==> src/rtl/core/tac_pkg.sv <==
// ============================================================================
// tac_pkg: shared types and constants for the touch average/calibrate block
// Payload structs, configuration struct, controller states, command/status.
// ============================================================================
`default_nettype none

package tac_pkg;

    // Elaboration defaults for the top-level parameters
    localparam int COORD_BITS_DEF = 12;
    localparam int FRAC_BITS_DEF  = 16;

    // Fixed datapath widths (set by the field widths, not by parameters)
    localparam int SUM_W    = 16;   // wrapping sample accumulators
    localparam int CNT_W    = 8;    // samples taken
    localparam int DIVR_W   = 8;    // divisor 2*sample_pairs
    localparam int DIV_STEPS = SUM_W;
    localparam int DCNT_W   = $clog2(DIV_STEPS);
    localparam int PROD_W   = 49;   // 32b signed gain x 17b signed average
    localparam int V_W      = 50;   // product plus sign-extended offset
    localparam int ORI_A_W  = 18;   // full scale minus a saturated coordinate
    localparam int ORI_P_W  = 31;   // that times a 12-bit screen dimension

    // Register map indexes
    localparam logic [2:0] REG_SAMPLE_PAIRS  = 3'd0;
    localparam logic [2:0] REG_GAIN_X        = 3'd1;
    localparam logic [2:0] REG_OFFSET_X      = 3'd2;
    localparam logic [2:0] REG_GAIN_Y        = 3'd3;
    localparam logic [2:0] REG_OFFSET_Y      = 3'd4;
    localparam logic [2:0] REG_ORIENTATION   = 3'd5;
    localparam logic [2:0] REG_SCREEN_WIDTH  = 3'd6;
    localparam logic [2:0] REG_SCREEN_HEIGHT = 3'd7;

    // Register reset values
    localparam logic [6:0]         RST_SAMPLE_PAIRS  = 7'd1;
    localparam logic signed [31:0] RST_GAIN_X        = 32'sd6513;
    localparam logic signed [31:0] RST_OFFSET_X      = -32'sd1953869;
    localparam logic signed [31:0] RST_GAIN_Y        = -32'sd6659;
    localparam logic signed [31:0] RST_OFFSET_Y      = 32'sd18978249;
    localparam logic [1:0]         RST_ORIENTATION   = 2'd0;
    localparam logic [11:0]        RST_SCREEN_WIDTH  = 12'd320;
    localparam logic [11:0]        RST_SCREEN_HEIGHT = 12'd240;

    // Orientation codes
    localparam logic [1:0] ORIENT_LAND_DIRECT   = 2'd0;
    localparam logic [1:0] ORIENT_LAND_MIRROR   = 2'd1;
    localparam logic [1:0] ORIENT_PORT_INVERTED = 2'd2;
    localparam logic [1:0] ORIENT_PORT_DIRECT   = 2'd3;

    typedef struct packed {
        logic        pressed;
        logic [11:0] raw_x;
        logic [11:0] raw_y;
        logic        screen_relative;
    } t_in_item;

    typedef struct packed {
        logic               touch_valid;
        logic signed [15:0] pos_x;
        logic signed [15:0] pos_y;
    } t_out_item;

    typedef struct packed {
        logic [6:0]         sample_pairs;
        logic signed [31:0] gain_x;
        logic signed [31:0] offset_x;
        logic signed [31:0] gain_y;
        logic signed [31:0] offset_y;
        logic [1:0]         orientation;
        logic [11:0]        screen_width;
        logic [11:0]        screen_height;
    } t_cfg;

    typedef enum logic [2:0] {
        ST_IDLE,
        ST_COLLECT,
        ST_DIVIDE,
        ST_MULTIPLY,
        ST_OFFSET,
        ST_SCALE,
        ST_ORIENT,
        ST_FINISH
    } t_state;

    typedef struct packed {
        logic start;        // touch onset: clear sums and count, latch mode
        logic accumulate;   // add one sample
        logic div_load;     // load divider with the final sums
        logic div_step;     // one quotient bit
        logic mul;          // gain times average
        logic add_off;      // plus offset
        logic scale;        // drop fraction, saturate
        logic orient_mul;   // orientation product
        logic emit_zero;    // no-touch result into the output register
        logic emit_result;  // measurement result into the output register
    } t_dp_cmd;

    typedef struct packed {
        logic last_sample;  // current sample completes the set
        logic div_done;     // last divider step this cycle
        logic mode;         // latched screen mode
        logic out_free;     // output register can take a result this cycle
    } t_dp_sts;

endpackage

`default_nettype wire

==> src/rtl/core/tac_regs.sv <==
// ============================================================================
// tac_regs: configuration register file
// APB-style write/read of the eight setup registers, zero wait states.
// ============================================================================
`default_nettype none

module tac_regs (
    input  wire logic          i_clk,
    input  wire logic          i_rst_n,
    input  wire logic          psel,
    input  wire logic          penable,
    input  wire logic          pwrite,
    input  wire logic [4:0]    paddr,
    input  wire logic [31:0]   pwdata,
    output logic [31:0]        prdata,
    output logic               pready,
    output tac_pkg::t_cfg      o_cfg
);

    tac_pkg::t_cfg r_cfg;
    tac_pkg::t_cfg n_cfg;
    logic [2:0]    reg_idx;
    logic          wr_en;

    assign reg_idx = paddr[4:2];
    assign wr_en   = psel & penable & pwrite;
    assign pready  = 1'b1;
    assign o_cfg   = r_cfg;

    always_comb begin
        n_cfg = r_cfg;
        if (wr_en) begin
            case (reg_idx)
                tac_pkg::REG_SAMPLE_PAIRS:  n_cfg.sample_pairs  = pwdata[6:0];
                tac_pkg::REG_GAIN_X:        n_cfg.gain_x        = $signed(pwdata);
                tac_pkg::REG_OFFSET_X:      n_cfg.offset_x      = $signed(pwdata);
                tac_pkg::REG_GAIN_Y:        n_cfg.gain_y        = $signed(pwdata);
                tac_pkg::REG_OFFSET_Y:      n_cfg.offset_y      = $signed(pwdata);
                tac_pkg::REG_ORIENTATION:   n_cfg.orientation   = pwdata[1:0];
                tac_pkg::REG_SCREEN_WIDTH:  n_cfg.screen_width  = pwdata[11:0];
                tac_pkg::REG_SCREEN_HEIGHT: n_cfg.screen_height = pwdata[11:0];
                default: n_cfg = r_cfg;
            endcase
        end
    end

    always_ff @(posedge i_clk) begin
        if (!i_rst_n) begin
            r_cfg.sample_pairs  <= tac_pkg::RST_SAMPLE_PAIRS;
            r_cfg.gain_x        <= tac_pkg::RST_GAIN_X;
            r_cfg.offset_x      <= tac_pkg::RST_OFFSET_X;
            r_cfg.gain_y        <= tac_pkg::RST_GAIN_Y;
            r_cfg.offset_y      <= tac_pkg::RST_OFFSET_Y;
            r_cfg.orientation   <= tac_pkg::RST_ORIENTATION;
            r_cfg.screen_width  <= tac_pkg::RST_SCREEN_WIDTH;
            r_cfg.screen_height <= tac_pkg::RST_SCREEN_HEIGHT;
        end else begin
            r_cfg <= n_cfg;
        end
    end

    always_comb begin
        case (reg_idx)
            tac_pkg::REG_SAMPLE_PAIRS:  prdata = {25'd0, r_cfg.sample_pairs};
            tac_pkg::REG_GAIN_X:        prdata = r_cfg.gain_x;
            tac_pkg::REG_OFFSET_X:      prdata = r_cfg.offset_x;
            tac_pkg::REG_GAIN_Y:        prdata = r_cfg.gain_y;
            tac_pkg::REG_OFFSET_Y:      prdata = r_cfg.offset_y;
            tac_pkg::REG_ORIENTATION:   prdata = {30'd0, r_cfg.orientation};
            tac_pkg::REG_SCREEN_WIDTH:  prdata = {20'd0, r_cfg.screen_width};
            tac_pkg::REG_SCREEN_HEIGHT: prdata = {20'd0, r_cfg.screen_height};
            default:                    prdata = 32'd0;
        endcase
    end

endmodule

`default_nettype wire

==> config.mk <==
export PLATFORM = sky130hd
export DESIGN_NAME = tac_regs
export DESIGN_NICKNAME = d
export VERILOG_FILES = /design/src/rtl/core/tac_pkg.sv /design/src/rtl/core/tac_regs.sv
export SDC_FILE = /design/constraint.sdc
export NUM_CORES = 1
export LEC_CHECK = 0
export BUFFER_PORTS_ARGS = -buffer_cell sky130_fd_sc_hd__buf_2
export CORE_ASPECT_RATIO = 1.4
export CORE_MARGIN = 8
export CORE_UTILIZATION = 45
export DETAILED_ROUTE_END_ITERATION = 10
export GPL_ROUTABILITY_DRIVEN = 0
export PLACE_DENSITY = 0.82
export SKIP_LAST_GASP = 1
export SYNTH_ARGS = -nofsm -noshare
export SYNTH_HDL_FRONTEND = slang
export SYNTH_SLANG_ARGS = --single-unit
==> constraint.sdc <==
create_clock -name i_clk -period 3.9 [get_ports i_clk]
set_clock_uncertainty 0.1 [all_clocks]
set_input_delay 0.195 -clock i_clk [delete_from_list [all_inputs] [get_ports i_clk]]
set_output_delay 0.195 -clock i_clk [all_outputs]
set_load 0.01 [all_outputs]
Word level (Yosys, flattened, before mapping) --
Index checks and enable logic that the tools add are counted.
Operators by class: mux-type cells 1, bitwise logic cells 2, eq/ne operators 7, reduce and logical (&&, ||, !) cells 9
Operators by type and width (count):
- one-hot mux 32 bit (8 select lines) | 1
- AND reduction 2 bit | 8
- == test 3 bit, second input constant | 4
- == test 3 x 2 -> 1 bit, second input constant | 2
- == test 3 x 1 -> 1 bit, second input constant | 1
- zero test 3 bit | 1
- bitwise AND 1 bit | 2
Word-level totals: input port bits 42, logic and storage cells 27, register bits after elaboration 161

Longest topological paths before layout --
depth after elaboration 3, gate-level depth with buffers 8, gate-level depth less buffers 4

Worst setup path before layout --
No wires, ideal clock.
path kind input port to flip-flop, start in paddr[4], end reg r_cfg, in the netlist o_cfg[82], data arrival time 1.198 ns, slack 2.465 ns, cell stages on the path 8, setup time 0.137 ns, cells stage by stage buf_6 nand2b_1 buf_2 or2_1 buf_4 buf_6 nand2_1 nand3_1
Between the ends: word-level cells in the longest chain between the ends 2
RTL lines:
- start, declared | line tac_regs.sv:13 | input wire logic [4:0] paddr,
- == test 3 x 2 -> 1 bit | line tac_regs.sv:33 | case (reg_idx)
- AND reduction 2 bit (no line)
- end signal, assigned | line tac_regs.sv:58 | r_cfg <= n_cfg;
- end, declared | line tac_regs.sv:20 | tac_pkg::t_cfg r_cfg;
No other way between the ends. A chain may end at the register's enable or synchronous reset.

Final worst setup path --
start in paddr[2], end out prdata[23]
Between the ends: word-level cells in the longest chain between the ends 2
RTL lines:
- == test 3 bit, or another cell as far along | line tac_regs.sv:63 | case (reg_idx)
- one-hot mux 32 bit (8 select lines) * | line tac_regs.sv:63
- end, declared | line tac_regs.sv:15 | output logic [31:0] prdata,
Mark *: on every way between the ends. The rest lies on a longest branch, timed or not.

==> impl_metrics.csv <==
group,metric,value,unit
synth,syn-num-nets,911,
place,portBuffers,232,
power,irDropWorstVdd,0.000293,V
worst_setup_path,worstSetupStartpoint,"paddr[2]",
timing,hold_viol_final,0,
clocking,cts_tree,"yes",
power,p_leak,4.15,nW
clocking,cts_buffers,17,
timing,setup_tns,0,ns
place,place_area,8160,um2
worst_setup_path,endpoint_kind,"primary output",
worst_setup_path,critical_path_depth,7,
layout,fillers,1355,
die,fp.dieArea,20200,um2
power,switching_share,24.1,%
timing,relSlewSlack,24.4,%
worst_setup_path,cpPeakStageDelay,0.68,ns
layout,post-route-util,58.4,%
grt,antenna_found_initial,3,
worst_setup_path,crit_type,"primary input to primary output",
place,pre_cts_ws,1.42,ns
die,dieHeight,165,um
synth,synth_cell_types,42,
clocking,cts_sinks,161,
worst_setup_path,critPathArrivalTime,2.20,ns
worst_setup_path,path_buf_inv,4,
layout,stdcell_area,9080,um2
synth,synthFlopType,"dfxtp_1",
layout,layout-drive-gt1-share,30.7,%
power,powerDensity,406,nW/um2
layout,area_growth_syn_to_layout,27.1,%
die,start_util,46.0,%
drt,dr.first_iter.drc_count,719,
layout,regArea,3220,um2
die,ios,236,
place,post-place-cells,1231,
synth,avgSynthCellArea,8.22,um2
drt,routed_via_density,5.60,
run_status,status,"finished clean",
layout,largest_reg_flops,161,
clocking,root_buffer,"clkbuf_16",
layout,fin_cells,1298,
worst_setup_path,r2r_slack,3.07,ns
timing,setup_viol,0,
drt,postRouteAntennaNets,0,
grt,grtUsageTotal,23.7,%
worst_setup_path,required,3.61,ns
drt,first_pass_iters,5,
synth,synth-edff-count,0,
synth,yosysWarnings,0,
clocking,clock_latency,0.42,ns
drt,vias,7275,
worst_setup_path,reg2reg_to,"o_cfg[18]",
timing,fmax,0.400,GHz
timing,layout_setup_ws,1.40,ns
die,die-width,122,um
synth,synthArstFlopShare,0,%
drt,drc,0,
grt,grt_max_degree,99,
drt,wirelength,24500,um
die,core,15500,um2
synth,synth_seq_cells,161,
worst_setup_path,crit_family,"buffers and inverters",
grt,grt_remaining_overflow,0,
worst_setup_path,crit_top_cell,"buf_2",
clocking,cts_resized,0,
synth,syn_area,7140,um2
timing,period_share,64.1,%
worst_setup_path,cp-start-kind,"primary input",
timing,min_period,2.50,ns
die,row_count,54,
drt,wl_per_cell,18.9,um
timing,drv_slew,0,
synth,ys_seq_area_share,45.1,%
worst_setup_path,crit_fanout,15,
place,dp_hpwl,16500,um
clocking,htree_levels,4,
worst_setup_path,worstPathCellList,"buf_2 > inv_2 > nor2_2 > buf_4 > a21oi_1 > o21ai_0 > buf_2",
timing,rsz0062_at_grt,"no",
synth,netlist_instances,869,
min_path,hold_class,"primary input to flip-flop",
worst_setup_path,cp-endpoint,"prdata[23]",
clocking,clock_path_buffers,2,
job,max-cap-violations,0,
worst_setup_path,r2r_cells,2,
power,power,3.68,mW
power,power_frac_clock,45.5,%
timing,hold_ws,0.129,ns
layout,multiInputGateArea,3420,um2
power,seq_power_share,45.4,%
power,power.net_switching,0.889,mW
layout,fin_nets,1128,
worst_setup_path,crit_path_top_delay_cell,"nor2_2",
worst_setup_path,r2r-start,"o_cfg[18]",
timing,worst_pin_slew,1.13,ns
power,p_comb_share,9.1,%
grt,grt_pass1_wl,37500,um
power,internal_power,2.80,mW
grt,first_global_vias,7081,
clocking,clkSlewWorstSetupHoldPaths,0.06,ns
-- how the worst min path moves through the flow --
stage	startpoint	endpoint	slack, ns	depth (start not counted)
6_report	i_rst_n	o_cfg[82]	0.13	2
3_3_place_gp	pwdata[20]	o_cfg[78]	0.32	3
5_1_grt	i_rst_n	o_cfg[114]	0.17	2
3_5_place_dp	pwdata[19]	o_cfg[77]	0.33	3
4_1_cts	i_rst_n	o_cfg[84]	0.13	2
2_1_floorplan	pwdata[10]	o_cfg[100]	0.22	2
-- layer usage --
layer  global-route usage [%]  up-vias  routed length, um
met4                     13.5        0                954
met5                        0        -                  0
met3                     6.02       62               1970
met1                     25.6     3425               9060
met2                     41.2      343              12500
li1                         -     3445                  -
-- synth_stat cells (4+ instances only) --
master	number	area, um2
mux2_2	6	67.6
mux2i_1	36	360
a31oi_1	5	31.3
clkbuf_1	15	56.3
buf_4	10	75.1
o21ai_1	53	265
buf_6	20	225
o211ai_1	4	30.0
nand3_1	145	726
nand2_1	202	758
nor2_1	40	150
or2_1	5	31.3
buf_2	20	100
a21oi_1	25	125
o21ai_0	29	145
o21ai_2	23	201
buf_1	11	41.3
dfxtp_1	161	3220
nand3_2	19	190
a22oi_1	5	37.5
-- worst reg2reg max path: cells and delay by family, from the launching register on --
family           cells  cell delay (ns)
DFF                  1             0.35
muxes                1             0.16
and+or+nand+nor      1             0.08
-- power by group through the flow --
stage / logic, mW / clock network, mW / registers, mW
CTS: 0.331 / 1.69 / 1.67
detailed placement: 0.304 / 0 / 1.71
finish: 0.335 / 1.68 / 1.67
global route: 0.362 / 1.76 / 1.68
global placement: 0.301 / 0 / 1.71
floorplan: 0.182 / 0 / 1.72
-- area by class of cell --
cell class                 count  area share [%]
antenna                        3          0.0827
clock buffer                  24            5.41
clock inverter                 8            1.13
inverter                       5           0.207
multi-input combinational    627            37.6
sequential                   161            35.5
tap                          196            2.70
timing repair buffer         274            17.3
-- kinds of logic (layout without fill, tap and decap cells) --
group                  Yosys count  after routing  share of synthesized area (%)
other                            1              4                         0.0525
and+or+nand+nor                422            422                           27.5
AOI/OAI and AO/OA              161            161                           13.8
DFF                            161            161                           45.1
muxes                           43             43                           6.30
buffers and inverters           81            311                           7.23
-- repair_timing --
action,in CTS,in global routing
hold buffers,32,0
endpoints found under the setup margin,0,0
setup buffers,0,0
endpoints found under the hold margin,120,0
-- placed cells by master (no fill, tap or decap), types with 3 or more instances in the layout --
cell           netlist  final
a21oi_1             25     25
a221oi_1             3      3
a22oi_1              5      5
a31oi_1              5      5
buf_2               20    231
buf_4               10      9
clkbuf_1            15      3
clkbuf_16            0     17
clkbuf_8             0      4
dfxtp_1            161    161
diode_2              0      3
dlygate4sd3_1        0     32
inv_1                3      3
mux2_2               6      6
mux2i_1             36     36
nand2_1            202    202
nand3_1            145    145
nand3_2             19     19
nor2_1              40     39
nor2_2               2      3
o211ai_1             4      4
o21ai_0             29     29
o21ai_1             53     53
o21ai_2             23     23
o221ai_1             3      3
or2_2                0      3
Note: power is estimated with default switching activity, not from simulation.
