### src/rtl/core/tac_pkg.sv
// ============================================================================
// tac_pkg: shared types and constants for the touch average/calibrate block
// Payload structs, configuration struct, controller states, command/status.
// ============================================================================
`default_nettype none

package tac_pkg;

    // Elaboration defaults for the top-level parameters
    localparam int COORD_BITS_DEF = 12;
    localparam int FRAC_BITS_DEF  = 16;

    // Fixed datapath widths (set by the field widths, not by parameters)
    localparam int SUM_W    = 16;   // wrapping sample accumulators
    localparam int CNT_W    = 8;    // samples taken
    localparam int DIVR_W   = 8;    // divisor 2*sample_pairs
    localparam int DIV_STEPS = SUM_W;
    localparam int DCNT_W   = $clog2(DIV_STEPS);
    localparam int PROD_W   = 49;   // 32b signed gain x 17b signed average
    localparam int V_W      = 50;   // product plus sign-extended offset
    localparam int ORI_A_W  = 18;   // full scale minus a saturated coordinate
    localparam int ORI_P_W  = 31;   // that times a 12-bit screen dimension

    // Register map indexes
    localparam logic [2:0] REG_SAMPLE_PAIRS  = 3'd0;
    localparam logic [2:0] REG_GAIN_X        = 3'd1;
    localparam logic [2:0] REG_OFFSET_X      = 3'd2;
    localparam logic [2:0] REG_GAIN_Y        = 3'd3;
    localparam logic [2:0] REG_OFFSET_Y      = 3'd4;
    localparam logic [2:0] REG_ORIENTATION   = 3'd5;
    localparam logic [2:0] REG_SCREEN_WIDTH  = 3'd6;
    localparam logic [2:0] REG_SCREEN_HEIGHT = 3'd7;

    // Register reset values
    localparam logic [6:0]         RST_SAMPLE_PAIRS  = 7'd1;
    localparam logic signed [31:0] RST_GAIN_X        = 32'sd6513;
    localparam logic signed [31:0] RST_OFFSET_X      = -32'sd1953869;
    localparam logic signed [31:0] RST_GAIN_Y        = -32'sd6659;
    localparam logic signed [31:0] RST_OFFSET_Y      = 32'sd18978249;
    localparam logic [1:0]         RST_ORIENTATION   = 2'd0;
    localparam logic [11:0]        RST_SCREEN_WIDTH  = 12'd320;
    localparam logic [11:0]        RST_SCREEN_HEIGHT = 12'd240;

    // Orientation codes
    localparam logic [1:0] ORIENT_LAND_DIRECT   = 2'd0;
    localparam logic [1:0] ORIENT_LAND_MIRROR   = 2'd1;
    localparam logic [1:0] ORIENT_PORT_INVERTED = 2'd2;
    localparam logic [1:0] ORIENT_PORT_DIRECT   = 2'd3;

    typedef struct packed {
        logic        pressed;
        logic [11:0] raw_x;
        logic [11:0] raw_y;
        logic        screen_relative;
    } t_in_item;

    typedef struct packed {
        logic               touch_valid;
        logic signed [15:0] pos_x;
        logic signed [15:0] pos_y;
    } t_out_item;

    typedef struct packed {
        logic [6:0]         sample_pairs;
        logic signed [31:0] gain_x;
        logic signed [31:0] offset_x;
        logic signed [31:0] gain_y;
        logic signed [31:0] offset_y;
        logic [1:0]         orientation;
        logic [11:0]        screen_width;
        logic [11:0]        screen_height;
    } t_cfg;

    typedef enum logic [2:0] {
        ST_IDLE,
        ST_COLLECT,
        ST_DIVIDE,
        ST_MULTIPLY,
        ST_OFFSET,
        ST_SCALE,
        ST_ORIENT,
        ST_FINISH
    } t_state;

    typedef struct packed {
        logic start;        // touch onset: clear sums and count, latch mode
        logic accumulate;   // add one sample
        logic div_load;     // load divider with the final sums
        logic div_step;     // one quotient bit
        logic mul;          // gain times average
        logic add_off;      // plus offset
        logic scale;        // drop fraction, saturate
        logic orient_mul;   // orientation product
        logic emit_zero;    // no-touch result into the output register
        logic emit_result;  // measurement result into the output register
    } t_dp_cmd;

    typedef struct packed {
        logic last_sample;  // current sample completes the set
        logic div_done;     // last divider step this cycle
        logic mode;         // latched screen mode
        logic out_free;     // output register can take a result this cycle
    } t_dp_sts;

endpackage

`default_nettype wire

### src/rtl/core/tac_ctrl.sv
// ============================================================================
// tac_ctrl: measurement sequencer
// Walks collect, divide, calibrate, orient and output; drives the datapath.
// ============================================================================
`default_nettype none

module tac_ctrl (
    input  wire logic             i_clk,
    input  wire logic             i_rst_n,
    input  wire logic             i_in_valid,
    input  wire logic             i_pressed,
    output logic                  o_in_ready,
    input  wire tac_pkg::t_dp_sts i_sts,
    output tac_pkg::t_dp_cmd      o_cmd
);

    tac_pkg::t_state r_state;
    tac_pkg::t_state n_state;
    logic            fire;

    assign fire = i_in_valid & o_in_ready;

    // next state
    always_comb begin
        n_state = r_state;
        case (r_state)
            tac_pkg::ST_IDLE: begin
                if (fire && i_pressed) n_state = tac_pkg::ST_COLLECT;
            end
            tac_pkg::ST_COLLECT: begin
                if (fire) begin
                    if (!i_pressed)             n_state = tac_pkg::ST_IDLE;
                    else if (i_sts.last_sample) n_state = tac_pkg::ST_DIVIDE;
                end
            end
            tac_pkg::ST_DIVIDE: begin
                if (i_sts.div_done) begin
                    n_state = i_sts.mode ? tac_pkg::ST_MULTIPLY : tac_pkg::ST_FINISH;
                end
            end
            tac_pkg::ST_MULTIPLY: n_state = tac_pkg::ST_OFFSET;
            tac_pkg::ST_OFFSET:   n_state = tac_pkg::ST_SCALE;
            tac_pkg::ST_SCALE:    n_state = tac_pkg::ST_ORIENT;
            tac_pkg::ST_ORIENT:   n_state = tac_pkg::ST_FINISH;
            tac_pkg::ST_FINISH: begin
                if (i_sts.out_free) n_state = tac_pkg::ST_IDLE;
            end
            default: n_state = tac_pkg::ST_IDLE;
        endcase
    end

    // outputs; in idle and collect only a release waits, for the output slot
    always_comb begin
        o_in_ready = 1'b0;
        o_cmd      = '0;
        case (r_state)
            tac_pkg::ST_IDLE: begin
                o_in_ready      = i_pressed | i_sts.out_free;
                o_cmd.start     = i_in_valid & o_in_ready & i_pressed;
                o_cmd.emit_zero = i_in_valid & o_in_ready & ~i_pressed;
            end
            tac_pkg::ST_COLLECT: begin
                o_in_ready       = i_pressed | i_sts.out_free;
                o_cmd.accumulate = i_in_valid & o_in_ready & i_pressed;
                o_cmd.div_load   = i_in_valid & o_in_ready & i_pressed & i_sts.last_sample;
                o_cmd.emit_zero  = i_in_valid & o_in_ready & ~i_pressed;
            end
            tac_pkg::ST_DIVIDE:   o_cmd.div_step    = 1'b1;
            tac_pkg::ST_MULTIPLY: o_cmd.mul         = 1'b1;
            tac_pkg::ST_OFFSET:   o_cmd.add_off     = 1'b1;
            tac_pkg::ST_SCALE:    o_cmd.scale       = 1'b1;
            tac_pkg::ST_ORIENT:   o_cmd.orient_mul  = 1'b1;
            tac_pkg::ST_FINISH:   o_cmd.emit_result = i_sts.out_free;
            default: o_cmd = '0;
        endcase
    end

    always_ff @(posedge i_clk) begin
        if (!i_rst_n) begin
            r_state <= tac_pkg::ST_IDLE;
        end else begin
            r_state <= n_state;
        end
    end

endmodule

`default_nettype wire

### config.mk
export PLATFORM = sky130hd
export DESIGN_NAME = tac_ctrl
export DESIGN_NICKNAME = d
export VERILOG_FILES = /design/src/rtl/core/tac_pkg.sv /design/src/rtl/core/tac_ctrl.sv
export SDC_FILE = /design/constraint.sdc
export NUM_CORES = 1
export LEC_CHECK = 0
export BUFFER_PORTS_ARGS = -buffer_cell sky130_fd_sc_hd__buf_2
export CAP_MARGIN = 20
export CORE_AREA = 5 5 42 44
export DETAILED_ROUTE_END_ITERATION = 10
export DIE_AREA = 0 0 47 49
export PLACE_DENSITY_LB_ADDON = 0.1
export REMOVE_ABC_BUFFERS = 1
export SYNTH_ARGS = -nofsm -noshare
export SYNTH_HDL_FRONTEND = slang
export SYNTH_SLANG_ARGS = --single-unit
### constraint.sdc
create_clock -name i_clk -period 2.2 [get_ports i_clk]
set_input_delay 0.11 -clock i_clk [delete_from_list [all_inputs] [get_ports i_clk]]
set_output_delay 0.11 -clock i_clk [all_outputs]
set_load 0.01 [all_outputs]
## After elaboration in Yosys (flattened, before gate mapping)

Cells that the tools add are included.

- Equal/unequal tests: 12
- Muxes and demuxes: 18
- Bitwise gates (word level): 7
- Reduce and logical (&&, ||, !) cells: 4

Operators by type and width:

| operator | number |
|---|---|
| $pmux 3 s8 | 1 |
| $mux 3 | 7 |
| $eq 3x3->1 const B | 4 |
| $mux 1 | 9 |
| $ne 2x2->1 const B | 4 |
| $eq 3x2->1 const B | 2 |
| $and 1x1->1 | 5 |
| $reduce_and 5->1 | 1 |
| $eq 3x1->1 const B | 1 |
| $logic_not 3->1 | 1 |
| $ne 3x3->1 const B | 1 |
| $mux 2 | 1 |
| $reduce_or 2->1 | 1 |
| $logic_and 1x1->1 | 1 |
| $not 1->1 | 1 |
| $or 1x1->1 | 1 |

- Register bits: 3
- Bits of input ports: 8
- Output and inout bits: 11

## Depth between registers and ports, before layout

- Depth in word-level cells: 7
- Depth in mapped cells: 4
- Depth with buffers taken out: 3

## Least setup slack after synthesis

Ideal clock, no wire load.

- Path type: reg2reg
- Start: register r_state[1]
- End: register r_state[0]
- Library setup time: 115 ps
- Arrival: 1048 ps
- Data required time: 2085 ps
- Path slack: 1037 ps
- Cell stages (with the launch flop): 5
- Period minus slack after synthesis: 1163 ps
- Path through: dfxtp_1 buf_6 nor3b_1 a211oi_1 o21a_1

- Cells in the longest elaborated chain, start to end: 7
- Elaborated cells on any way between the ends: 19

RTL lines:

| element | line | text |
|---|---|---|
| from (decl) | tac_ctrl.sv:17 | `tac_pkg::t_state r_state;` |
| from (signal assigned) | tac_ctrl.sv:80 | `r_state <= tac_pkg::ST_IDLE;` |
| from (signal assigned) | tac_ctrl.sv:82 | `r_state <= n_state;` |
| $eq 3x1->1 / $logic_not 3->1 (equally long branches) | tac_ctrl.sv:26, tac_ctrl.sv:56 |  |
| $reduce_or 2->1 (no source line) | n/a |  |
| $mux 1 | n/a |  |
| $and 1x1->1 | tac_ctrl.sv:21 | `assign fire = i_in_valid & o_in_ready;` |
| $logic_and 1x1->1 | tac_ctrl.sv:28 | `if (fire && i_pressed) n_state = tac_pkg::ST_COLLECT;` |
| $ne 2x2->1 (no source line) | n/a |  |
| $reduce_and 5->1 (no source line) | n/a |  |

Several ways; a longest one is shown, not always the timed one.
A chain may end at the register's enable or synchronous reset.

==> impl_metrics.env <==
export IMPL_yosysTopAreaCell="dfxtp_1"
export IMPL_fin_setup_tns_ns=0
export IMPL_drc=0
export IMPL_ant_nets=0
export IMPL_detail_route_first_pass_iterations=4
export IMPL_fp_row_count=14
export IMPL_cts_repair_resize_count=0
export IMPL_synth_edf_count=0
export IMPL_ys_warn_count=0
export IMPL_r2r_start="r_state[0]"
export IMPL_ioPinCount=19
export IMPL_multiInputGateArea_um2=218
export IMPL_hold_class="primary input to register"
export IMPL_start_util_pct=22.5
export IMPL_worstSkewPairLatency_ns=0.23
export IMPL_h_tree_depth=1
export IMPL_finClkSkew_ns=0.00126
export IMPL_power_density_nw_per_um2=486
export IMPL_gr_total_overflow=0
export IMPL_slew_headroom_pct=66.9
export IMPL_wl_per_cell_um=11.7
export IMPL_diodes=0
export IMPL_detail_route_vias_per_cell=4.97
export IMPL_cp_arrival_ns=1.40
export IMPL_die_h_um=49
export IMPL_async_flop_share_pct=0
export IMPL_cp_slowest_cell="dfxtp_1"
export IMPL_port_buffers=18
export IMPL_r2r_slack_ns=0.89
export IMPL_drive_above_1_share_pct=48.3
export IMPL_yosysUniqueCellTypes=27
export IMPL_cts_tree="yes"
export IMPL_power_leakage_uw=0.000205
export IMPL_r2r_cells=3
export IMPL_setup_ws_ns=0.686
export IMPL_postCtsSetupBuffers=0
export IMPL_antenna_found_initial=0
export IMPL_drv_cap=0
export IMPL_ys_flop_type="dfxtp_1"
export IMPL_vias=378
export IMPL_rsz0062_at_grt="false"
export IMPL_clock_sinks=3
export IMPL_rr_endpoint="r_state[0]"
export IMPL_fmax_mhz=661
export IMPL_grt_pass1_wl_um=1410
export IMPL_synth_area_leaders="dfxtp_1, buf_6, a2111oi_2, a211oi_1, and3_2"
export IMPL_whs_path_depth=3
export IMPL_syn_area_um2=315
export IMPL_yosysSeqAreaShare_pct=19.0
export IMPL_syn2layout_area_growth_pct=36.1
export IMPL_min_period_ns=1.51
export IMPL_synth_top_area_share_pct=19.0
export IMPL_period_share_pct=68.8
export IMPL_fillers=167
export IMPL_die_width_um=47
export IMPL_critPathLaunchType="register"
export IMPL_worstPathRequired_ns=2.09
export IMPL_core_area_um2=1400
export IMPL_placedCellCount=72
export IMPL_critPathKind="register to output port"
export IMPL_grt_max_degree=17
export IMPL_fin_util_pct=30.6
export IMPL_finalSetupViolCount=0
export IMPL_hold_viol=0
export IMPL_nets=69
export IMPL_clk_pin_slew_ns=0.04
export IMPL_ys_ff_latch=3
export IMPL_ff_latch_area_um2=60.1
export IMPL_cts_buffers=3
export IMPL_tightestPinTransition_ns=0.495
export IMPL_place_ws_ns=0.913
export IMPL_hp_start="i_rst_n"
export IMPL_gpl_final_weighted_congestion=0.765
export IMPL_dpl_hpwl_um=669
export IMPL_status="completed"
export IMPL_crit_chain="and4_2 -> and2_1 -> buf_2"
export IMPL_regMostFlops="r_state"
export IMPL_slew_violations=0
export IMPL_die_area_um2=2300
export IMPL_peakVddDrop_v=0.000233
export IMPL_drt_wl_total_um=886
export IMPL_synthCells=40
export IMPL_largestRegisters="r_state (3)"
export IMPL_grt_pass1_vias=330
export IMPL_root_buffer="clkbuf_4"
export IMPL_largest_reg_flops=3
export IMPL_cp_slowest_stage_delay_ns=0.62
export IMPL_cp_max_fo=16
export IMPL_hold_path_end="r_state[1]"
export IMPL_endpoint_kind="output port"
export IMPL_final_cells=76
export IMPL_clock_path_buffers=2
export IMPL_p_total_uw=209
export IMPL_holdBufCountCts=0
export IMPL_synth_area_per_cell_um2=7.88
export IMPL_drt_iter0_drc=4
export IMPL_track_usage_pct=8.23
## synthesized netlist by cell type, types with 2 or more instances
cell type  instances
o21a_1             2
nand2_1            3
and3_2             2
nor2_1             2
dfxtp_1            3
inv_1              4
buf_6              2
nand3_1            2
a211oi_1           2
## how the worst max path moves through the flow
| stage | cells past startpoint | endpoint | slack, ns | startpoint |
|---|---|---|---|---|
| 6_report | 3 | o_cmd[7] | 0.69 | r_state[0] |
| 5_1_grt | 3 | o_cmd[7] | 0.57 | r_state[0] |
| 4_1_cts | 3 | o_cmd[7] | 0.67 | r_state[0] |
| 3_5_place_dp | 3 | r_state[0] | 0.91 | r_state[0] |
| 3_3_place_gp | 3 | o_cmd[7] | 0.93 | r_state[0] |
| 2_1_floorplan | 3 | r_state[0] | 0.98 | r_state[1] |
## layout make-up
cell class | count | area share [%]
multi-input cells | 31 | 50.7
flip-flops and latches | 3 | 14.0
repair buffers | 18 | 21.0
inverters | 4 | 3.50
clock buffers | 4 | 6.12
well taps | 16 | 4.66
## layer usage
layer,vias up,track usage (%),part of all wire [%]
li1,194,-,-
met1,168,11.2,46
met2,16,10.9,44
met3,0,2.21,10
met4,0,5.53,0
met5,-,0,0
## kinds of logic (layout without fill, tap and decap cells)
logic type,after synthesis,after routing,synth area share [%]
AOI/OAI and AO/OA,11,11,27.8
and+or+nand+nor,20,20,41.3
DFF,3,3,19.0
buffers and inverters,6,26,11.9
## cells in the final DEF (no fill, tap or decap)
cell | synthesis | layout
nor3b_1 | 1 | 1
nor2b_1 | 1 | 1
o21a_1 | 2 | 2
and3_2 | 2 | 2
nor2b_2 | 1 | 1
and3_1 | 1 | 1
nor2_2 | 1 | 1
and2_1 | 1 | 1
o211a_1 | 1 | 1
and4b_2 | 1 | 1
and4_2 | 1 | 1
a21oi_1 | 1 | 1
clkbuf_4 | 0 | 3
and4b_1 | 1 | 1
nand4b_1 | 1 | 1
o21ai_1 | 1 | 1
inv_1 | 4 | 4
a2111oi_2 | 1 | 1
nor2_1 | 2 | 2
o21ai_0 | 1 | 1
dfxtp_1 | 3 | 3
buf_2 | 0 | 18
a2111oi_0 | 1 | 1
nand2_1 | 3 | 3
clkbuf_1 | 0 | 1
nor3_1 | 1 | 1
nand3_1 | 2 | 2
o21ai_2 | 1 | 1
a211oi_1 | 2 | 2
## power by group
part | switching [uW] | total, uW | internal (uW)
Combinational | 22.8 | 46.3 | 23.5
Sequential | 9.88 | 67.5 | 57.6
Clock | 27.0 | 94.9 | 67.9
Total | 59.7 | 209 | 149
## stage by stage
| stage | area (um^2) | hold WS, ns |
|---|---|---|
| CTS | 429 | 0.188 |
| floorplan | 293 | 0.288 |
| global route | 429 | 0.195 |
| global placement | 403 | 0.444 |
| detailed placement | 403 | 0.438 |
| finish | 429 | 0.193 |
## worst max-delay path: cells and delay by family, from the launching register on
family | cells | cell delay [ns]
buffers and inverters | 1 | 0.12
flip-flops | 1 | 0.62
AND/OR/NAND/NOR | 2 | 0.44
No activity file was read; power rests on OpenSTA's default activity.
