$ cat config.mk
export PLATFORM = sky130hd
export DESIGN_NAME = tac_dp
export DESIGN_NICKNAME = d
export VERILOG_FILES = /design/src/rtl/core/tac_pkg.sv /design/src/rtl/core/tac_dp.sv
export SDC_FILE = /design/constraint.sdc
export NUM_CORES = 2
export LEC_CHECK = 0
export BUFFER_PORTS_ARGS = -buffer_cell sky130_fd_sc_hd__clkbuf_2
export CAP_MARGIN = 10
export CORE_MARGIN = 1
export CORE_UTILIZATION = 71
export CTS_CLUSTER_SIZE = 16
export DETAILED_ROUTE_END_ITERATION = 7
export PLACE_DENSITY = 0.89
export SLEW_MARGIN = 10
export SYNTH_ARGS = -nofsm -noshare
export SYNTH_HDL_FRONTEND = slang
export SYNTH_SLANG_ARGS = --single-unit
$ cat constraint.sdc
create_clock -name i_clk -period 18.7 [get_ports i_clk]
set_input_delay 0.935 -clock i_clk [delete_from_list [all_inputs] [get_ports i_clk]]
set_output_delay 0.935 -clock i_clk [all_outputs]
set_load 0.1 [all_outputs]
$ cat src/rtl/core/tac_pkg.sv
// ============================================================================
// tac_pkg: shared types and constants for the touch average/calibrate block
// Payload structs, configuration struct, controller states, command/status.
// ============================================================================
`default_nettype none

package tac_pkg;

    // Elaboration defaults for the top-level parameters
    localparam int COORD_BITS_DEF = 12;
    localparam int FRAC_BITS_DEF  = 16;

    // Fixed datapath widths (set by the field widths, not by parameters)
    localparam int SUM_W    = 16;   // wrapping sample accumulators
    localparam int CNT_W    = 8;    // samples taken
    localparam int DIVR_W   = 8;    // divisor 2*sample_pairs
    localparam int DIV_STEPS = SUM_W;
    localparam int DCNT_W   = $clog2(DIV_STEPS);
    localparam int PROD_W   = 49;   // 32b signed gain x 17b signed average
    localparam int V_W      = 50;   // product plus sign-extended offset
    localparam int ORI_A_W  = 18;   // full scale minus a saturated coordinate
    localparam int ORI_P_W  = 31;   // that times a 12-bit screen dimension

    // Register map indexes
    localparam logic [2:0] REG_SAMPLE_PAIRS  = 3'd0;
    localparam logic [2:0] REG_GAIN_X        = 3'd1;
    localparam logic [2:0] REG_OFFSET_X      = 3'd2;
    localparam logic [2:0] REG_GAIN_Y        = 3'd3;
    localparam logic [2:0] REG_OFFSET_Y      = 3'd4;
    localparam logic [2:0] REG_ORIENTATION   = 3'd5;
    localparam logic [2:0] REG_SCREEN_WIDTH  = 3'd6;
    localparam logic [2:0] REG_SCREEN_HEIGHT = 3'd7;

    // Register reset values
    localparam logic [6:0]         RST_SAMPLE_PAIRS  = 7'd1;
    localparam logic signed [31:0] RST_GAIN_X        = 32'sd6513;
    localparam logic signed [31:0] RST_OFFSET_X      = -32'sd1953869;
    localparam logic signed [31:0] RST_GAIN_Y        = -32'sd6659;
    localparam logic signed [31:0] RST_OFFSET_Y      = 32'sd18978249;
    localparam logic [1:0]         RST_ORIENTATION   = 2'd0;
    localparam logic [11:0]        RST_SCREEN_WIDTH  = 12'd320;
    localparam logic [11:0]        RST_SCREEN_HEIGHT = 12'd240;

    // Orientation codes
    localparam logic [1:0] ORIENT_LAND_DIRECT   = 2'd0;
    localparam logic [1:0] ORIENT_LAND_MIRROR   = 2'd1;
    localparam logic [1:0] ORIENT_PORT_INVERTED = 2'd2;
    localparam logic [1:0] ORIENT_PORT_DIRECT   = 2'd3;

    typedef struct packed {
        logic        pressed;
        logic [11:0] raw_x;
        logic [11:0] raw_y;
        logic        screen_relative;
    } t_in_item;

    typedef struct packed {
        logic               touch_valid;
        logic signed [15:0] pos_x;
        logic signed [15:0] pos_y;
    } t_out_item;

    typedef struct packed {
        logic [6:0]         sample_pairs;
        logic signed [31:0] gain_x;
        logic signed [31:0] offset_x;
        logic signed [31:0] gain_y;
        logic signed [31:0] offset_y;
        logic [1:0]         orientation;
        logic [11:0]        screen_width;
        logic [11:0]        screen_height;
    } t_cfg;

    typedef enum logic [2:0] {
        ST_IDLE,
        ST_COLLECT,
        ST_DIVIDE,
        ST_MULTIPLY,
        ST_OFFSET,
        ST_SCALE,
        ST_ORIENT,
        ST_FINISH
    } t_state;

    typedef struct packed {
        logic start;        // touch onset: clear sums and count, latch mode
        logic accumulate;   // add one sample
        logic div_load;     // load divider with the final sums
        logic div_step;     // one quotient bit
        logic mul;          // gain times average
        logic add_off;      // plus offset
        logic scale;        // drop fraction, saturate
        logic orient_mul;   // orientation product
        logic emit_zero;    // no-touch result into the output register
        logic emit_result;  // measurement result into the output register
    } t_dp_cmd;

    typedef struct packed {
        logic last_sample;  // current sample completes the set
        logic div_done;     // last divider step this cycle
        logic mode;         // latched screen mode
        logic out_free;     // output register can take a result this cycle
    } t_dp_sts;

endpackage

`default_nettype wire

$ cat src/rtl/core/tac_dp.sv
// ============================================================================
// tac_dp: accumulate, divide, calibrate and orient datapath
// Sample sums, bit-serial divider, Q-format calibration, output register.
// ============================================================================
`default_nettype none

module tac_dp #(
    parameter int COORD_BITS = tac_pkg::COORD_BITS_DEF,
    parameter int FRAC_BITS  = tac_pkg::FRAC_BITS_DEF
) (
    input  wire logic              i_clk,
    input  wire logic              i_rst_n,
    input  wire tac_pkg::t_cfg     i_cfg,
    input  wire logic [11:0]       i_raw_x,
    input  wire logic [11:0]       i_raw_y,
    input  wire logic              i_screen_relative,
    input  wire tac_pkg::t_dp_cmd  i_cmd,
    output tac_pkg::t_dp_sts       o_sts,
    output logic                   o_out_valid,
    input  wire logic              i_out_ready,
    output tac_pkg::t_out_item     o_out
);

    localparam int SUM_W   = tac_pkg::SUM_W;
    localparam int CNT_W   = tac_pkg::CNT_W;
    localparam int DIVR_W  = tac_pkg::DIVR_W;
    localparam int DCNT_W  = tac_pkg::DCNT_W;
    localparam int PROD_W  = tac_pkg::PROD_W;
    localparam int V_W     = tac_pkg::V_W;
    localparam int A_W     = tac_pkg::ORI_A_W;
    localparam int P_W     = tac_pkg::ORI_P_W;

    localparam logic signed [V_W-1:0] FRAC_MASK = (V_W'(1) << FRAC_BITS) - V_W'(1);
    localparam logic signed [P_W-1:0] COORD_MASK = (P_W'(1) << COORD_BITS) - P_W'(1);
    localparam logic signed [A_W-1:0] FULL_SCALE = A_W'(1) << COORD_BITS;
    localparam logic signed [V_W-1:0] SAT_MAX = V_W'(32767);
    localparam logic signed [V_W-1:0] SAT_MIN = -V_W'(32768);

    // drop the fraction toward zero, clamp to int16
    function automatic logic signed [15:0] f_scale(input logic signed [V_W-1:0] v);
        logic signed [V_W-1:0] biased;
        logic signed [V_W-1:0] q;
        biased = v + (v[V_W-1] ? FRAC_MASK : V_W'(0));
        q      = biased >>> FRAC_BITS;
        if (q > SAT_MAX)      f_scale = 16'sh7FFF;
        else if (q < SAT_MIN) f_scale = 16'sh8000;
        else                  f_scale = q[15:0];
    endfunction

    // divide by the coordinate full scale toward zero, wrap to 16 bits
    function automatic logic signed [15:0] f_unscale(input logic signed [P_W-1:0] p);
        logic signed [P_W-1:0] biased;
        logic signed [P_W-1:0] q;
        biased    = p + (p[P_W-1] ? COORD_MASK : P_W'(0));
        q         = biased >>> COORD_BITS;
        f_unscale = q[15:0];
    endfunction

    // measurement state
    logic [CNT_W-1:0]  r_cnt;
    logic [SUM_W-1:0]  r_sum_x, r_sum_y;
    logic              r_mode;
    logic [SUM_W-1:0]  n_sum_x, n_sum_y;

    // divider
    logic [SUM_W-1:0]  r_quo_x, r_quo_y;
    logic [DIVR_W-1:0] r_rem_x, r_rem_y;
    logic [DCNT_W-1:0] r_dcnt;
    logic [DIVR_W-1:0] divisor;
    logic [6:0]        pairs_eff;
    logic [DIVR_W:0]   rsh_x, rsh_y;
    logic              ge_x, ge_y;

    // calibration and orientation
    logic signed [PROD_W-1:0] r_prod_x, r_prod_y;
    logic signed [V_W-1:0]    r_v_x, r_v_y;
    logic signed [15:0]       r_c_x, r_c_y;
    logic signed [P_W-1:0]    r_op_x, r_op_y;
    logic signed [A_W-1:0]    ora_x, ora_y;
    logic signed [15:0]       res_x, res_y;

    // output register
    logic                 r_out_valid;
    tac_pkg::t_out_item   r_out;

    assign pairs_eff = (i_cfg.sample_pairs == 7'd0) ? 7'd1 : i_cfg.sample_pairs;
    assign divisor   = {pairs_eff, 1'b0};
    assign n_sum_x   = r_sum_x + SUM_W'(i_raw_x);
    assign n_sum_y   = r_sum_y + SUM_W'(i_raw_y);

    assign rsh_x = {r_rem_x, r_quo_x[SUM_W-1]};
    assign rsh_y = {r_rem_y, r_quo_y[SUM_W-1]};
    assign ge_x  = rsh_x >= {1'b0, divisor};
    assign ge_y  = rsh_y >= {1'b0, divisor};

    assign o_sts.last_sample = ({1'b0, r_cnt} + (CNT_W+1)'(1)) >= (CNT_W+1)'(divisor);
    assign o_sts.div_done    = r_dcnt == DCNT_W'(tac_pkg::DIV_STEPS - 1);
    assign o_sts.mode        = r_mode;
    assign o_sts.out_free    = ~r_out_valid | i_out_ready;

    // orientation operands: swapped axes, inverted for portrait inverted
    always_comb begin
        if (i_cfg.orientation == tac_pkg::ORIENT_PORT_INVERTED) begin
            ora_x = FULL_SCALE - A_W'(r_c_y);
            ora_y = FULL_SCALE - A_W'(r_c_x);
        end else begin
            ora_x = A_W'(r_c_y);
            ora_y = A_W'(r_c_x);
        end
    end

    always_comb begin
        res_x = r_quo_x;
        res_y = r_quo_y;
        if (r_mode) begin
            case (i_cfg.orientation)
                tac_pkg::ORIENT_LAND_DIRECT: begin
                    res_x = r_c_x;
                    res_y = r_c_y;
                end
                tac_pkg::ORIENT_LAND_MIRROR: begin
                    res_x = $signed(16'(i_cfg.screen_width)) - r_c_x;
                    res_y = $signed(16'(i_cfg.screen_height)) - r_c_y;
                end
                tac_pkg::ORIENT_PORT_INVERTED,
                tac_pkg::ORIENT_PORT_DIRECT: begin
                    res_x = f_unscale(r_op_x);
                    res_y = f_unscale(r_op_y);
                end
                default: begin
                    res_x = r_c_x;
                    res_y = r_c_y;
                end
            endcase
        end
    end

    always_ff @(posedge i_clk) begin
        if (!i_rst_n) begin
            r_cnt   <= '0;
            r_sum_x <= '0;
            r_sum_y <= '0;
            r_mode  <= 1'b0;
            r_dcnt  <= '0;
        end else begin
            if (i_cmd.start) begin
                r_cnt   <= '0;
                r_sum_x <= '0;
                r_sum_y <= '0;
                r_mode  <= i_screen_relative;
            end else if (i_cmd.accumulate) begin
                r_sum_x <= n_sum_x;
                r_sum_y <= n_sum_y;
                r_cnt   <= i_cmd.div_load ? '0 : r_cnt + CNT_W'(1);
            end
            if (i_cmd.div_load) begin
                r_dcnt <= '0;
            end else if (i_cmd.div_step) begin
                r_dcnt <= r_dcnt + DCNT_W'(1);
            end
        end
    end

    // payload path, no reset
    always_ff @(posedge i_clk) begin
        if (i_cmd.div_load) begin
            r_quo_x <= n_sum_x;
            r_quo_y <= n_sum_y;
            r_rem_x <= '0;
            r_rem_y <= '0;
        end else if (i_cmd.div_step) begin
            r_quo_x <= {r_quo_x[SUM_W-2:0], ge_x};
            r_quo_y <= {r_quo_y[SUM_W-2:0], ge_y};
            r_rem_x <= ge_x ? DIVR_W'(rsh_x - {1'b0, divisor}) : DIVR_W'(rsh_x);
            r_rem_y <= ge_y ? DIVR_W'(rsh_y - {1'b0, divisor}) : DIVR_W'(rsh_y);
        end
        if (i_cmd.mul) begin
            r_prod_x <= i_cfg.gain_x * $signed({1'b0, r_quo_x});
            r_prod_y <= i_cfg.gain_y * $signed({1'b0, r_quo_y});
        end
        if (i_cmd.add_off) begin
            r_v_x <= V_W'(r_prod_x) + V_W'(i_cfg.offset_x);
            r_v_y <= V_W'(r_prod_y) + V_W'(i_cfg.offset_y);
        end
        if (i_cmd.scale) begin
            r_c_x <= f_scale(r_v_x);
            r_c_y <= f_scale(r_v_y);
        end
        if (i_cmd.orient_mul) begin
            r_op_x <= ora_x * $signed({1'b0, i_cfg.screen_width});
            r_op_y <= ora_y * $signed({1'b0, i_cfg.screen_height});
        end
        if (i_cmd.emit_zero) begin
            r_out <= '0;
        end else if (i_cmd.emit_result) begin
            r_out.touch_valid <= 1'b1;
            r_out.pos_x       <= res_x;
            r_out.pos_y       <= res_y;
        end
    end

    always_ff @(posedge i_clk) begin
        if (!i_rst_n) begin
            r_out_valid <= 1'b0;
        end else if (i_cmd.emit_zero || i_cmd.emit_result) begin
            r_out_valid <= 1'b1;
        end else if (i_out_ready) begin
            r_out_valid <= 1'b0;
        end
    end

    assign o_out_valid = r_out_valid;
    assign o_out       = r_out;

endmodule

`default_nettype wire

# [After elaboration in Yosys (flattened, before gate mapping)]
# Index checks and enable logic that the tools add are counted.
[word_totals] word_cells=86 register_bits=419 out_inout_bits=38 input_bits=199
[op_classes] bitwise_logic=3 n_eq_ne=4 n_reduce_logical=8 multipliers=4 magnitude_cmp=7 addsub=17 n_mux=22
[ops] op="$mux W16" count=10
[ops] op="$add A49 B32 Y50" count=2
[ops] op="$add A50 B17 Y50" count=2
[ops] op="$mul A32 B17 Y49" count=2
[ops] op="$pmux W16 S3" count=2
[ops] op="$gt A34 B16 Y1 const B" count=2
[ops] op="$lt A34 B16 Y1 const B" count=2
[ops] op="$mul A18 B13 Y31" count=2
[ops] op="$add A28 B13 Y28" count=2
[ops] op="$mux W18" count=2
[ops] op="$sub A14 B16 Y17 const A" count=2
[ops] op="$add A16 B12 Y16" count=2
[ops] op="$sub A13 B16 Y16" count=2
[ops] op="$ge A9 B8 Y1" count=3
[ops] op="$mux W12" count=2
[ops] op="$mux W8" count=3
[ops] op="$sub A8 B8 Y8" count=2
[ops] op="$add A8 B1 Y9 const B" count=1
[ops] op="$add A8 B1 Y8 const B" count=1
[ops] op="$logic_not A7 Y1" count=1
[ops] op="$mux W7" count=1
[ops] op="$reduce_or A2 Y1" count=3
[ops] op="$add A4 B1 Y4 const B" count=1
[ops] op="$eq A2 B2 Y1 const B" count=2
[ops] op="other kinds (8)" count=11

# [Logic depth before layout (Yosys ltp)]
[depth] ltp_word=5 ltp_mapped=31 ltp_nobuf=29

# [Worst setup path after synthesis]
# Ideal clock, no wire load.
[synth_path] path_type="input-to-reg" start="input port i_cfg[24] in the netlist's numbering" end="register r_op_x[27] (data pin)" t_arrival_ps=7186 n_path_buf=3 cell_stages=29 required_ps=18442 setup_slack_ps=11257 path_cell_list="inv_1 > nand2_1 > clkbuf_1 > buf_1 > a21oi_1 > xnor2_1 > clkbuf_1 > and2_1 > fa_1 > inv_1 > fa_1 > inv_1 > fa_1 > fa_1 > inv_1 > fa_1 > inv_1 > ha_1 > a21o_1 > a2111oi_0 > o21ai_0 > a31oi_1 > o311ai_0 > a311oi_1 > nor2b_1 > o21ai_0 > nand2b_1 > a21oi_1 > xnor2_1"
[synth_between] elab_chain_len=3
[synth_lines] item="start: declaration" line_no="tac_dp.sv:13" source="input wire tac_pkg::t_cfg i_cfg,"
[synth_lines] item="$eq A2 B2 Y1" line_no="tac_dp.sv:103" source="if (i_cfg.orientation == tac_pkg::ORIENT_PORT_INVERTED) begin"
[synth_lines] item="$mux W18" line_no="tac_dp.sv:103"
[synth_lines] item="$mul A18 B13 Y31" line_no="tac_dp.sv:190" source="r_op_x <= ora_x * $signed({1'b0, i_cfg.screen_width});"
[synth_lines] item="end signal: assignment" line_no="tac_dp.sv:190"
[synth_lines] item="end: declaration" line_no="tac_dp.sv:78" source="logic signed [P_W-1:0] r_op_x, r_op_y;"
# No other way between the ends.
# A chain may end at the register's enable or synchronous reset.

# [Worst setup path in the final report]
# Ends and elaborated chain as after synthesis.

==> summary.md <==
| Metric | Value |
|---|---|
| Layout cell share with drive strength beyond 1 | `5.36%` |
| GR met2 Demand/Resource | `61.0%` |
| Post-CTS Setup Inserts | `0` |
| Gp weighted congestion | `approximately 0.97` |
| Port Buf Inserts | `approximately 240` |
| Die H | `~330 µm` |
| Final Worst Setup Slack | `just over 9000 ps` |
| Area leader, netlist | `fa_1` |
| Cell family with most CP delay | `compound AO/OA/AOI/OAI gates` |
| Total GRT Usage | `approximately two fifths` |
| Initial Util | `between 70 and 80%` |
| Number of flops mapped to enable cells by yosys | `320` |
| Crit. End Element | `flip-flop` |
| DP Worst Slack | `~9000 ps` |
| Number of H-tree levels | `2` |
| Die Area | `between 100,000 and 150,000 µm²` |
| Fin. Hold Viols | `0` |
| DR vias | `59,612` |
| WP depth | `28` |
| Hold depth | `2` |
| Post-Layout Cell Count | `between 9,000 and 10,000` |
| Top FF cell, synth | `edfxtp_1` |
| Total CTS buffers | `around 50` |
| Antenna viol nets, final | `0` |
| Vias per std cell | `between 6 and 7` |
| Crit-path slowest cell | `xnor2_1` |
| Status | `completed` |
| CTS Sinks | `~420` |
| Detailed placement HPWL | `158,000 µm` |
| Synth unique cells | `92` |
| # nets final | `about 11,000` |
| Met3 Use GR | `around 11%` |
| Biggest cell delay along the critical path | `about 940 ps` |
| Number of antenna violations at the first check in global routing | `15` |
| Avg Cell Area, Syn | `slightly above 9 µm²` |
| Synth warn | `0` |
| Worst Path Buf+Inv | `7` |
| Final WL | `~200,000 µm` |
| Gates resized, CTS repair | `0` |
| Wire length per cell | `between 20 and 25 µm` |
| Root Driver | `clkbuf_16` |
| Inst Count DP | `between 9,000 and 10,000` |
| Crit Path Max Fanout | `32` |
| Req. time, crit path | `~19,000 ps` |
| DRT Pass-1 Iters | `8` |
| Period utilisation layout | `between 50 and 60%` |
| Ports | `approximately 240` |
| Maxcap violations | `0` |
| Critical path class | `in -> reg` |
| M1 GR Usage | `between 40% and 50%` |
| Vias in the first global route | `roughly 63,000` |
| Post-Syn Area | `76,700 µm²` |
| Final Util | `75.3%` |
| Final setup viols | `0` |
| Clock Skew | `around 37 ps` |
| CTS clk-pin slew, worst paths | `around 60 ps` |
| Area share of the largest cell type after synthesis | `between 30% and 40%` |
| CTS Hold Bufs | `0` |
| Synth Register Bits | `between 400 and 500` |
| Gr ovfl total | `0` |
| Clock Latency Late Sink | `roughly 670 ps` |
| Die Width | `331 µm` |
| Part of the Yosys area used for sequential elements | `between 10% and 20%` |
| Area Overhead vs Synth | `5.15%` |
| Asr flop ratio synth | `0%` |
| Unrepaired setup endpoints after global routing | `no` |
| Placement Rows | `between 100 and 150` |
| Pin count of the biggest net entering global routing | `71` |
| GR peak layer | `met2` |
| Min cycle time layout | `around 9400 ps` |
| Slew Limit Headroom | `17.3%` |
| Core Area | `approximately 110,000 µm²` |
| CTS tree | `built` |
| Global-route wire length before repair | `about 330,000 µm` |
| Initial DRC count | `between 5,000 and 6,000` |
| Area contributors post-synth | `fa_1, edfxtp_1, ha_1` |
| Max-slew violation count | `0` |
| Min-delay worst type | `reg -> reg` |
| Setup TNS | `0 ps` |
| Worst reg2reg path depth | `27` |
| Critical Path AT | `9790 ps` |
| Fmax | `106 MHz` |
| Worst-margin pin slew | `1240 ps` |
| Syn_nets | `between 10,000 and 15,000` |
| Post-Synthesis Cells | `~8,400` |
| Remaining DRCs | `0` |
| Startpoint types | `input port` |
| Clock Path Buffers | `3` |
[layout make-up]
cell class	count	area [µm²]
Multi-Input combinational cell	5878	57300
Fill cell	7100	26400
Sequential cell	415	11500
Inverter	1745	6550
Tap cell	1403	1760
Timing Repair Buffer	293	1610
Clock buffer	64	1420
Clock inverter	32	407
Antenna cell	3	7.51
[per-stage QoR]
stage               hold WS, ps  instance area (µm²)
detailed placement          453                78800
global route                506                80600
global placement            438                78800
floorplan                   426                76700
finish                      468                80600
CTS                         468                80600
[synth_stat cells (18+ instances only)]
cell type	n
nor2_1	298
o21ai_0	205
nand3_1	79
a31oi_1	31
and2_1	607
fa_1	1352
a21boi_0	19
o21a_1	40
xor2_1	132
nor2b_1	79
or2_2	18
dfxtp_1	95
a21oi_1	312
mux2_2	19
clkbuf_1	312
o21bai_1	39
mux2i_1	42
nand2_1	1018
a21o_1	165
nand4_1	56
inv_1	1745
a211oi_1	49
and3_1	43
nor3_1	59
edfxtp_1	320
nand2b_1	67
xnor2_1	284
ha_1	609
[state kept, by name (all words and copies together), names as in the netlist]
| name | cells |
|---|---|
| r_v_x | 50 |
| r_v_y | 50 |
| r_prod_x | 49 |
| r_prod_y | 49 |
| o_out | 33 |
| r_op_x | 29 |
| r_op_y | 29 |
| r_c_x | 16 |
| r_c_y | 16 |
| r_quo_x | 16 |
| r_quo_y | 16 |
| r_sum_x | 16 |
| r_sum_y | 16 |
| r_cnt | 8 |
| r_rem_x | 8 |
| r_rem_y | 8 |
| r_dcnt | 4 |
| o_out_valid | 1 |
| r_mode | 1 |
[metal layers]
layer	vias to the layer above	wire (µm)
met5	-	207
met4	24	10300
met3	829	25400
met2	3385	94500
met1	29321	73800
li1	26053	-
[placed cells by master (no fill, tap or decap), types with 12 or more instances in the layout]
master	Yosys	layout
o21bai_1	39	39
ha_1	609	609
a31o_2	13	13
a31oi_1	31	31
nor3_1	59	59
o21ai_0	205	204
nand4_1	56	56
edfxtp_1	320	320
nand3_1	79	79
clkbuf_2	1	234
a21boi_0	19	19
mux2i_1	42	42
or2_2	18	18
nor2b_1	79	79
nand2b_1	67	67
or3_1	15	15
a211oi_1	49	49
fa_1	1352	1352
buf_4	4	59
o211ai_1	16	16
dfxtp_1	95	95
and2_1	607	607
nand2_1	1018	1018
nor2_1	298	298
xor2_1	132	132
mux2_2	19	19
o21a_1	40	40
a21o_1	165	165
inv_1	1745	1745
o31ai_1	12	12
o22ai_1	14	14
xnor2_1	284	284
a21oi_1	312	312
clkbuf_16	0	54
and3_1	43	43
[worst register-to-register path, cell delays in order, from the launching register on]
cell and delay (ps):
edfxtp_1 770, nor2_1 290, nand2_1 150, nor3_1 360
a31oi_1 170, xnor2_1 940, and2_1 260, fa_1 410
inv_1 80, fa_1 400, inv_1 90, fa_1 450
fa_1 560, inv_1 50, fa_1 480, inv_1 40
ha_1 320, a21o_1 200, a2111oi_0 700, o21ai_0 200
a31oi_1 360, o311ai_0 440, a311oi_1 370, nor2b_1 110
o21ai_0 170, nand2b_1 70, a21oi_1 180, xnor2_1 80
[final timing paths]
| kind | slack [ps] | start | to |
|---|---|---|---|
| worst max-delay path | 9290 | i_cfg[24] | r_op_x[27] |
| worst max register to register | 9740 | r_c_y[0] | r_op_x[27] |
| worst min register to register | 470 | r_rem_y[7] | r_rem_y[7] |
| worst min-delay path | 470 | r_rem_y[7] | r_rem_y[7] |
[cells by family after synthesis]
| kind of cell | synth area share [%] |
|---|---|
| muxes | 0.827 |
| xor gates and xnor gates | 4.75 |
| DFF | 15.0 |
| adders and majority gates | 45.2 |
| and+or+nand+nor | 15.1 |
| AOI/OAI and AO/OA | 8.91 |
| buffers and inverters | 10.2 |
Power is left out: the tool's default activity adds up to more than one toggle a clock period on the data nets, which glitch-free logic cannot reach.
